`src/rtl/gcpe_pkg.sv`:
```
`timescale 1ns / 1ps
// Package for the glyph cell pixel expander: sizes, codes, command/status types.
// No dependencies; imported by the interfaces and every module of the block.
package gcpe_pkg;

    // Font and frame geometry
    localparam int GLYPH_COUNT     = 256;
    localparam int MAX_LINE_PIXELS = 1024;
    localparam int STORE_DEPTH     = GLYPH_COUNT * 8;
    localparam int GLYPH_W         = $clog2(GLYPH_COUNT);
    localparam int FONT_AW         = GLYPH_W + 3;
    localparam int PITCH_W         = $clog2(MAX_LINE_PIXELS + 1);

    // Field widths
    localparam int CELL_W    = 16;
    localparam int COL_W     = 7;
    localparam int ROW_W     = 6;
    localparam int FIDX_W    = 11;
    localparam int FBITS_W   = 8;
    localparam int ADDR_W    = 19;
    localparam int QUAD_W    = 64;
    localparam int COLOR_W   = 16;
    localparam int LINE_W    = 11;
    localparam int CFG_AW    = 3;
    localparam int CFG_DW    = 64;
    localparam int RESULTS_W = 4;

    // Reset value of the line pitch register
    localparam logic [LINE_W-1:0] LINE_PIXELS_RST = LINE_W'(320);

    // Item commands
    localparam logic CMD_LOAD = 1'b0;
    localparam logic CMD_DRAW = 1'b1;

    // Configuration register indexes
    localparam logic [CFG_AW-1:0] CFG_PAL_0_3   = 3'd0;
    localparam logic [CFG_AW-1:0] CFG_PAL_4_7   = 3'd1;
    localparam logic [CFG_AW-1:0] CFG_PAL_8_11  = 3'd2;
    localparam logic [CFG_AW-1:0] CFG_PAL_12_15 = 3'd3;
    localparam logic [CFG_AW-1:0] CFG_LINE_PIX  = 3'd4;

    // Glyph code folded into the font: code modulo glyph count, built at elaboration
    typedef logic [GLYPH_W-1:0] glyph_map_t [256];

    function automatic glyph_map_t make_glyph_map();
        glyph_map_t m;
        for (int i = 0; i < 256; i++) begin
            m[i] = GLYPH_W'(i % GLYPH_COUNT);
        end
        return m;
    endfunction

    localparam glyph_map_t GLYPH_MAP = make_glyph_map();

    // Controller to datapath commands
    typedef struct packed {
        logic       font_wr;   // load transaction accepted
        logic       capture;   // draw transaction accepted
        logic       setup;     // compute first line address
        logic       emit;      // load one result into the output register
        logic       half;      // right half of the glyph row
        logic       last;      // sixteenth result of the cell
        logic [2:0] rd_row;    // glyph row the font read fetches this cycle
    } gcpe_cmd_t;

    // Datapath to controller status
    typedef struct packed {
        logic out_free;        // output register can take a result
    } gcpe_stat_t;

endpackage

```
`src/rtl/gcpe_ctrl.sv`:
```
`timescale 1ns / 1ps
// Controller: accepts items and sequences the sixteen results of a draw.
// Depends on gcpe_pkg for command and status types.
module gcpe_ctrl import gcpe_pkg::*; (
    input  logic       clk,
    input  logic       rst_n,
    input  logic       in_valid,
    input  logic       in_cmd,
    output logic       in_ready,
    input  gcpe_stat_t stat,
    output gcpe_cmd_t  cmd
);

    localparam logic [1:0] ST_IDLE  = 2'd0;
    localparam logic [1:0] ST_SETUP = 2'd1;
    localparam logic [1:0] ST_EMIT  = 2'd2;

    logic [1:0]           state_reg, state_next;
    logic [RESULTS_W-1:0] cnt_reg, cnt_next;
    logic                 accept;
    logic                 emit;

    assign in_ready = (state_reg == ST_IDLE);
    assign accept   = in_valid && in_ready;
    assign emit     = (state_reg == ST_EMIT) && stat.out_free;

    // Next state and result counter
    always_comb
    begin
        state_next = state_reg;
        cnt_next   = '0;
        unique case (state_reg)
            ST_IDLE:
            begin
                if (accept && (in_cmd == CMD_DRAW))
                    state_next = ST_SETUP;
            end
            ST_SETUP:
            begin
                state_next = ST_EMIT;
            end
            ST_EMIT:
            begin
                cnt_next = cnt_reg;
                if (emit)
                begin
                    cnt_next = cnt_reg + 1'b1;
                    if (cnt_reg == '1)
                        state_next = ST_IDLE;
                end
            end
            default:
            begin
                state_next = ST_IDLE;
            end
        endcase
    end

    always_ff @(posedge clk or negedge rst_n)
    begin
        if (!rst_n)
        begin
            state_reg <= ST_IDLE;
            cnt_reg   <= '0;
        end
        else
        begin
            state_reg <= state_next;
            cnt_reg   <= cnt_next;
        end
    end

    // Commands to the datapath
    always_comb
    begin
        cmd.font_wr = accept && (in_cmd == CMD_LOAD);
        cmd.capture = accept && (in_cmd == CMD_DRAW);
        cmd.setup   = (state_reg == ST_SETUP);
        cmd.emit    = emit;
        cmd.half    = cnt_reg[0];
        cmd.last    = (cnt_reg == '1);
        cmd.rd_row  = cnt_next[RESULTS_W-1:1];
    end

endmodule

```
`config.mk`:
```
export PLATFORM = sky130hd
export DESIGN_NAME = gcpe_ctrl
export DESIGN_NICKNAME = d
export VERILOG_FILES = /design/src/rtl/gcpe_pkg.sv /design/src/rtl/gcpe_ctrl.sv
export SDC_FILE = /design/constraint.sdc
export NUM_CORES = 1
export LEC_CHECK = 0
export BUFFER_PORTS_ARGS = -buffer_cell sky130_fd_sc_hd__buf_2
export CORE_AREA = 2 2 39 41
export DETAILED_ROUTE_END_ITERATION = 10
export DIE_AREA = 0 0 41 43
export PLACE_DENSITY_LB_ADDON = 0.15
export SYNTH_ARGS = -nofsm -noshare
export SYNTH_HDL_FRONTEND = slang
export SYNTH_SLANG_ARGS = --single-unit
```
`constraint.sdc`:
```
create_clock -name clk -period 3.5 [get_ports clk]
set_input_delay 0.7 -clock clk [delete_from_list [all_inputs] [get_ports clk]]
set_output_delay 0.7 -clock clk [all_outputs]
set_load 0.01 [all_outputs]
```
==> results of run 1 <==
==> worst max path at each step <==
stage / endpoint / cells after the start / slack (ps)
final: cmd[1] / 4 / 1400
after global routing: cmd[1] / 4 / 1310
after CTS: cmd[1] / 4 / 1380
after detailed placement: cmd[1] / 4 / 1430
after global placement: cmd[1] / 4 / 1440
after floorplan: cmd[1] / 4 / 1480
==> worst max-delay path: stages, from the launching register on <==
cell and delay, ps:
dfrtp_1 410, ha_1 250, a21bo_2 200, a21oi_1 140, buf_2 160
==> layer usage <==
metal,up-vias,wire [um],track usage [%]
met5,-,0,0
met4,0,0,8.00
met3,0,64,3.14
met2,12,328,13.8
met1,134,301,12.1
li1,140,-,-
==> cell usage in the layout, fill, tap and decap left out, types with 2 or more instances in the layout <==
| cell | instances |
|---|---|
| nor2_1 | 4 |
| buf_2 | 14 |
| dfrtp_1 | 6 |
| and3_1 | 3 |
| mux2i_1 | 2 |
| clkbuf_4 | 3 |
| nand3b_1 | 2 |
==> cell type report <==
cell class,count,area share [%]
Clock buffer,3,5.28
Inverter,1,0.880
Multi-Input combinational cell,22,37.5
Sequential cell,6,35.2
Tap cell,16,4.69
Timing Repair Buffer,14,16.4
==> where the power goes <==
| part | internal, W | switching, W | leakage (nW) | total (W) |
|---|---|---|---|---|
| Sequential | 0.0000852 | 0.0000193 | 0.0805 | 0.000104 |
| Combinational | 0.0000422 | 0.0000470 | 0.152 | 0.0000891 |
| Clock | 0.0000387 | 0.0000243 | 0.0138 | 0.0000630 |
==> cells by family (layout without fill, tap and decap cells) <==
family	after synthesis	count (layout)	share of synthesized area, %
AO/OA/AOI/OAI	3	3	6.32
AND/OR/NAND/NOR	15	15	27.0
XOR/XNOR	1	1	2.46
multiplexers	2	2	5.61
flip-flops	6	6	42.1
buffers and inverters	7	18	13.0
adder cells (fa/ha/maj)	1	1	3.51
==> through the flow <==
| stage | hold slack, ps | power, W |
|---|---|---|
| finish | 275 | 0.000257 |
| global route | 279 | 0.000279 |
| CTS | 276 | 0.000262 |
| detailed placement | 536 | 0.000196 |
| global placement | 532 | 0.000194 |
| floorplan | 404 | 0.000174 |
==> flow_metrics.env, run 1 <==
export IMPL_ys_ff_latch=6
export IMPL_min_period_ps=2100
export IMPL_detail_route_antenna_nets=0
export IMPL_slew_viol_final=0
export IMPL_die_area_um2=1760
export IMPL_yosysTopAreaCellShare_pct=42.1
export IMPL_final_nets=54
export IMPL_cts_resized=0
export IMPL_start_kind="flip-flop"
export IMPL_hold_class="primary input to async pin"
export IMPL_worstPathArrival_ps=1400
export IMPL_cts_sinks=6
export IMPL_rrSetupSlack_ps=2420
export IMPL_dpl_worst_slack_ps=1430
export IMPL_initial_core_util_pct=25.8
export IMPL_r2r_start="cnt_reg[0]"
export IMPL_io_buffer_count=14
export IMPL_antenna_found_initial=0
export IMPL_placed_area_um2=404
export IMPL_status="completed"
export IMPL_fin_cells=62
export IMPL_yosys_top_cells_count="dfrtp_1 (6), buf_4 (5), nor2_1 (4)"
export IMPL_clock_latency_ps=240
export IMPL_io_pins=15
export IMPL_hold_violations=0
export IMPL_relSlewSlack_pct=85.1
export IMPL_via_per_inst=4.61
export IMPL_synth_edf_count=0
export IMPL_firstDrtPassIters=1
export IMPL_nFillCells=164
export IMPL_netlist_instances=35
export IMPL_cts_setup_buffers=0
export IMPL_critPathKind="flip-flop to output pin"
export IMPL_drt_initial_drc_count=0
export IMPL_totalWireLength_um=694
export IMPL_htree_levels=1
export IMPL_dp_cells=59
export IMPL_vias=286
export IMPL_clockBufferDepth=2
export IMPL_cts_tree="yes"
export IMPL_antennaDiodeCount=0
export IMPL_die_x_um=41
export IMPL_multi_input_area_um2=160
export IMPL_avgSynthCellArea_um2=10.2
export IMPL_tns_ps=0
export IMPL_power_density_nw_per_um2=601
export IMPL_avgRoutedWirePerCell_um=11.2
export IMPL_largest_reg_flops=4
export IMPL_syn_nets=41
export IMPL_ys_flop_type="dfrtp_1"
export IMPL_setup_viol=0
export IMPL_row_count=14
export IMPL_drv_cap=0
export IMPL_ys_top_cells_by_area="dfrtp_1 (42%), buf_4 (11%), mux2i_1 (5.6%)"
export IMPL_grt_pass1_vias=287
export IMPL_worst_r2r_path_depth=3
export IMPL_fmax_mhz=477
export IMPL_dp_hpwl_um=571
export IMPL_cts_root_buf="clkbuf_4"
export IMPL_yosysTopAreaCell="dfrtp_1"
export IMPL_final_layout_size_suffix_gt1_share_pct=41.3
export IMPL_worst_slew_pin_transition_ps=221
export IMPL_gr_usage_all_layers_pct=10.0
export IMPL_overflow=0
export IMPL_grt_max_degree=8
export IMPL_clk_pin_slew_ps=50
export IMPL_synth_async_sr_flop_share_pct=100
export IMPL_synth_area_um2=357
export IMPL_fin_util_pct=30.8
export IMPL_finClkSkew_ps=4.00
export IMPL_period_share_pct=59.9
export IMPL_seqCellArea_um2=150
export IMPL_synth_cell_types=19
export IMPL_area_growth_pct=19.6
export IMPL_core_um2=1380
export IMPL_crit_path_start="cnt_reg[0]"
export IMPL_rsz0062_at_grt="false"
export IMPL_cp_end_kind="output pin"
export IMPL_peakVddDrop_uv=312
export IMPL_synth_most_common_cell="dfrtp_1"
export IMPL_fin_area_um2=427
export IMPL_grt_pass1_wl_um=1150
export IMPL_required_ps=2800
export IMPL_numCtsBuffers=3
export IMPL_cp_max_fo=4
export IMPL_r2r_end="cnt_reg[2]"
export IMPL_gp_congestion=0.682
export IMPL_worst_slack_ps=1400
export IMPL_ys_warn_count=0
export IMPL_die_y_um=43
export IMPL_cts_hold_fix_buffers=0
export IMPL_drc=0
export IMPL_power_leakage_nw=0.246
export IMPL_synth_seq_area_share_pct=42.1
No activity file was read; power rests on OpenSTA's default activity.
==> run 2, diff against run 1 <==
--- a/config.mk
+++ b/config.mk
@@ -5,6 +5,7 @@
 export SDC_FILE = /design/constraint.sdc
 export NUM_CORES = 1
 export LEC_CHECK = 0
+export ABC_AREA = 1
 export BUFFER_PORTS_ARGS = -buffer_cell sky130_fd_sc_hd__buf_2
 export CORE_AREA = 2 2 39 41
 export DETAILED_ROUTE_END_ITERATION = 10
==> constraint.sdc (replaced) <==
create_clock -name clk -period 1.7 [get_ports clk]
set_input_delay 0.34 -clock clk [delete_from_list [all_inputs] [get_ports clk]]
set_output_delay 0.34 -clock clk [all_outputs]
set_load 0.01 [all_outputs]
==> flow_metrics.env, run 2 <==
export IMPL_firstDrtPassIters=4
export IMPL_synth_cell_types=12
export IMPL_power_density_nw_per_um2=1200
export IMPL_synth_edf_count=0
export IMPL_critPathKind="flip-flop to output pin"
export IMPL_htree_levels=1
export IMPL_io_pins=15
export IMPL_relSlewSlack_pct=84.6
export IMPL_grt_max_degree=7
export IMPL_dp_cells=68
export IMPL_final_nets=64
export IMPL_die_x_um=41
export IMPL_worstPathCellList="ha_4 -> a21oi_1 -> nor3b_4 -> buf_2"
export IMPL_yosys_top_cells_count="dfrtp_1 (6), inv_1 (6), nand2_1 (6), nor2_1 (6), buf_4 (5)"
export IMPL_cp_max_fo=5
export IMPL_clk_pin_slew_ps=50
export IMPL_gr_usage_all_layers_pct=8.70
export IMPL_ys_warn_count=0
export IMPL_period_share_pct=95.7
export IMPL_initial_core_util_pct=24.7
export IMPL_peakVddDrop_uv=518
export IMPL_dp_hpwl_um=540
export IMPL_totalWireLength_um=721
export IMPL_fmax_mhz=615
export IMPL_synth_area_um2=342
export IMPL_avgSynthCellArea_um2=7.94
export IMPL_setup_viol=0
export IMPL_layout_common_cells="buf_2 (14), nand2_1 (6), nor2_1 (6), dfrtp_1 (5)"
export IMPL_netlist_instances=43
export IMPL_synth_seq_area_share_pct=44.0
export IMPL_drv_cap=0
export IMPL_row_count=14
export IMPL_cts_root_buf="clkbuf_4"
export IMPL_final_layout_size_suffix_gt1_share_pct=46.4
export IMPL_die_area_um2=1760
export IMPL_vias=317
export IMPL_grt_pass1_wl_um=972
export IMPL_die_y_um=43
export IMPL_start_kind="flip-flop"
export IMPL_drt_initial_drc_count=4
export IMPL_fin_cells=72
export IMPL_max_stage_delay_ps=440
export IMPL_clockBufferDepth=2
export IMPL_finClkSkew_ps=10.9
export IMPL_slew_viol_final=0
export IMPL_min_period_ps=1630
export IMPL_hold_class="primary input to flip-flop"
export IMPL_area_growth_pct=34.8
export IMPL_largest_reg_flops=4
export IMPL_clock_latency_ps=250
export IMPL_drc=0
export IMPL_numCtsBuffers=3
export IMPL_overflow=0
export IMPL_yosysTopAreaCellShare_pct=44.0
export IMPL_core_um2=1380
export IMPL_cp_end_kind="output pin"
export IMPL_yosysTopAreaCell="dfrtp_1"
export IMPL_worstPathArrival_ps=1290
export IMPL_avgRoutedWirePerCell_um=10.0
export IMPL_antenna_found_initial=0
export IMPL_cts_tree="yes"
export IMPL_cpLargestDelayFamily="flip-flops"
export IMPL_rsz0062_at_grt="false"
export IMPL_cts_sinks=6
export IMPL_ys_flop_type="dfrtp_1"
export IMPL_tns_ps=0
export IMPL_via_per_inst=4.40
export IMPL_ys_ff_latch=6
export IMPL_synth_async_sr_flop_share_pct=100
export IMPL_required_ps=1360
export IMPL_status="completed"
export IMPL_nFillCells=154
export IMPL_power_leakage_nw=0.237
export IMPL_antennaDiodeCount=0
export IMPL_gp_congestion=0.703
export IMPL_critPathBufInv=1
export IMPL_detail_route_antenna_nets=0
export IMPL_ys_top_cells_by_area="dfrtp_1 (44%), buf_4 (11%), inv_1 (6.6%)"
export IMPL_fin_util_pct=33.3
export IMPL_grt_pass1_vias=250
export IMPL_worst_slew_pin_transition_ps=230
export IMPL_io_buffer_count=14
export IMPL_hold_violations=0
export IMPL_cpMaxStageDelayCell="dfrtp_2"
export IMPL_syn_nets=49
export IMPL_layout_commonest_cell="buf_2"
[run 2: cells by family after synthesis]
group                    count (synthesis)  share of synthesized area [%]
AND/OR/NAND/NOR                         19                           26.0
buffers and inverters                   11                           17.6
AO/OA/AOI/OAI                            6                           8.79
flip-flops                               6                           44.0
adder cells (fa/ha/maj)                  1                           3.66
[run 2: routing by layer]
metal | wire length, um | global-route usage, %
met5 | 0 | 0
met1 | 300 | 10.5
met2 | 318 | 11.3
met4 | 12 | 2.00
met3 | 89 | 7.85
[run 2: final timing paths]
| path | from | end | slack (ps) | depth (start not counted) |
|---|---|---|---|---|
| min | in_cmd | state_reg[0] | 350 | 3 |
| min in group asynchronous | rst_n | cnt_reg[3] | 440 | 2 |
| max | cnt_reg[0] | cmd[1] | 70 | 4 |
| max in group asynchronous | rst_n | cnt_reg[0] | 1100 | 2 |
| max reg2reg | cnt_reg[1] | state_reg[1] | 680 | 4 |
| min reg2reg | cnt_reg[0] | cnt_reg[0] | 540 | 1 |
[run 2: layout make-up]
| type | count | area (um2) | share of cell area, % |
|---|---|---|---|
| clock buffer | 3 | 22.5 | 4.89 |
| inverter | 6 | 22.5 | 4.89 |
| multi-input combinational | 26 | 164 | 35.6 |
| sequential | 6 | 151 | 32.9 |
| tap | 16 | 20.0 | 4.35 |
| timing repair buffer | 15 | 80.1 | 17.4 |
[run 2: worst reg2reg max path, cell delays in order, from the launching register on]
cell and delay (ps):
dfrtp_1 410, ha_4 170, nand3_2 60, o21ai_0 140, o21ai_0 110
[run 2: report_power, final]
group / switching, W / internal (W) / total (W)
Sequential: 0.0000420 / 0.000177 / 0.000219
Clock: 0.0000544 / 0.0000801 / 0.000134
Combinational: 0.000123 / 0.0000752 / 0.000198
[run 2: through the flow]
stage          worst slack [ps]  cell area [um2]  power [W]  hold WS, ps
6_report                   73.8              460   0.000552          349
5_1_grt                    1.08              460   0.000601          367
4_1_cts                    24.3              432   0.000534          344
3_5_place_dp                219              394   0.000393          174
3_3_place_gp                235              394   0.000393          177
2_1_floorplan               307              342   0.000345         44.4
[run 2: what timing repair did]
| action | CTS | global route |
|---|---|---|
| buffers inserted | 0 | 0 |
| hold buffers | 1 | 0 |
| setup endpoints to repair | 1 | 2 |
| resized for setup | 1 | 8 |
| pin swaps | 0 | 1 |
| endpoints found under the hold margin | 6 | 0 |
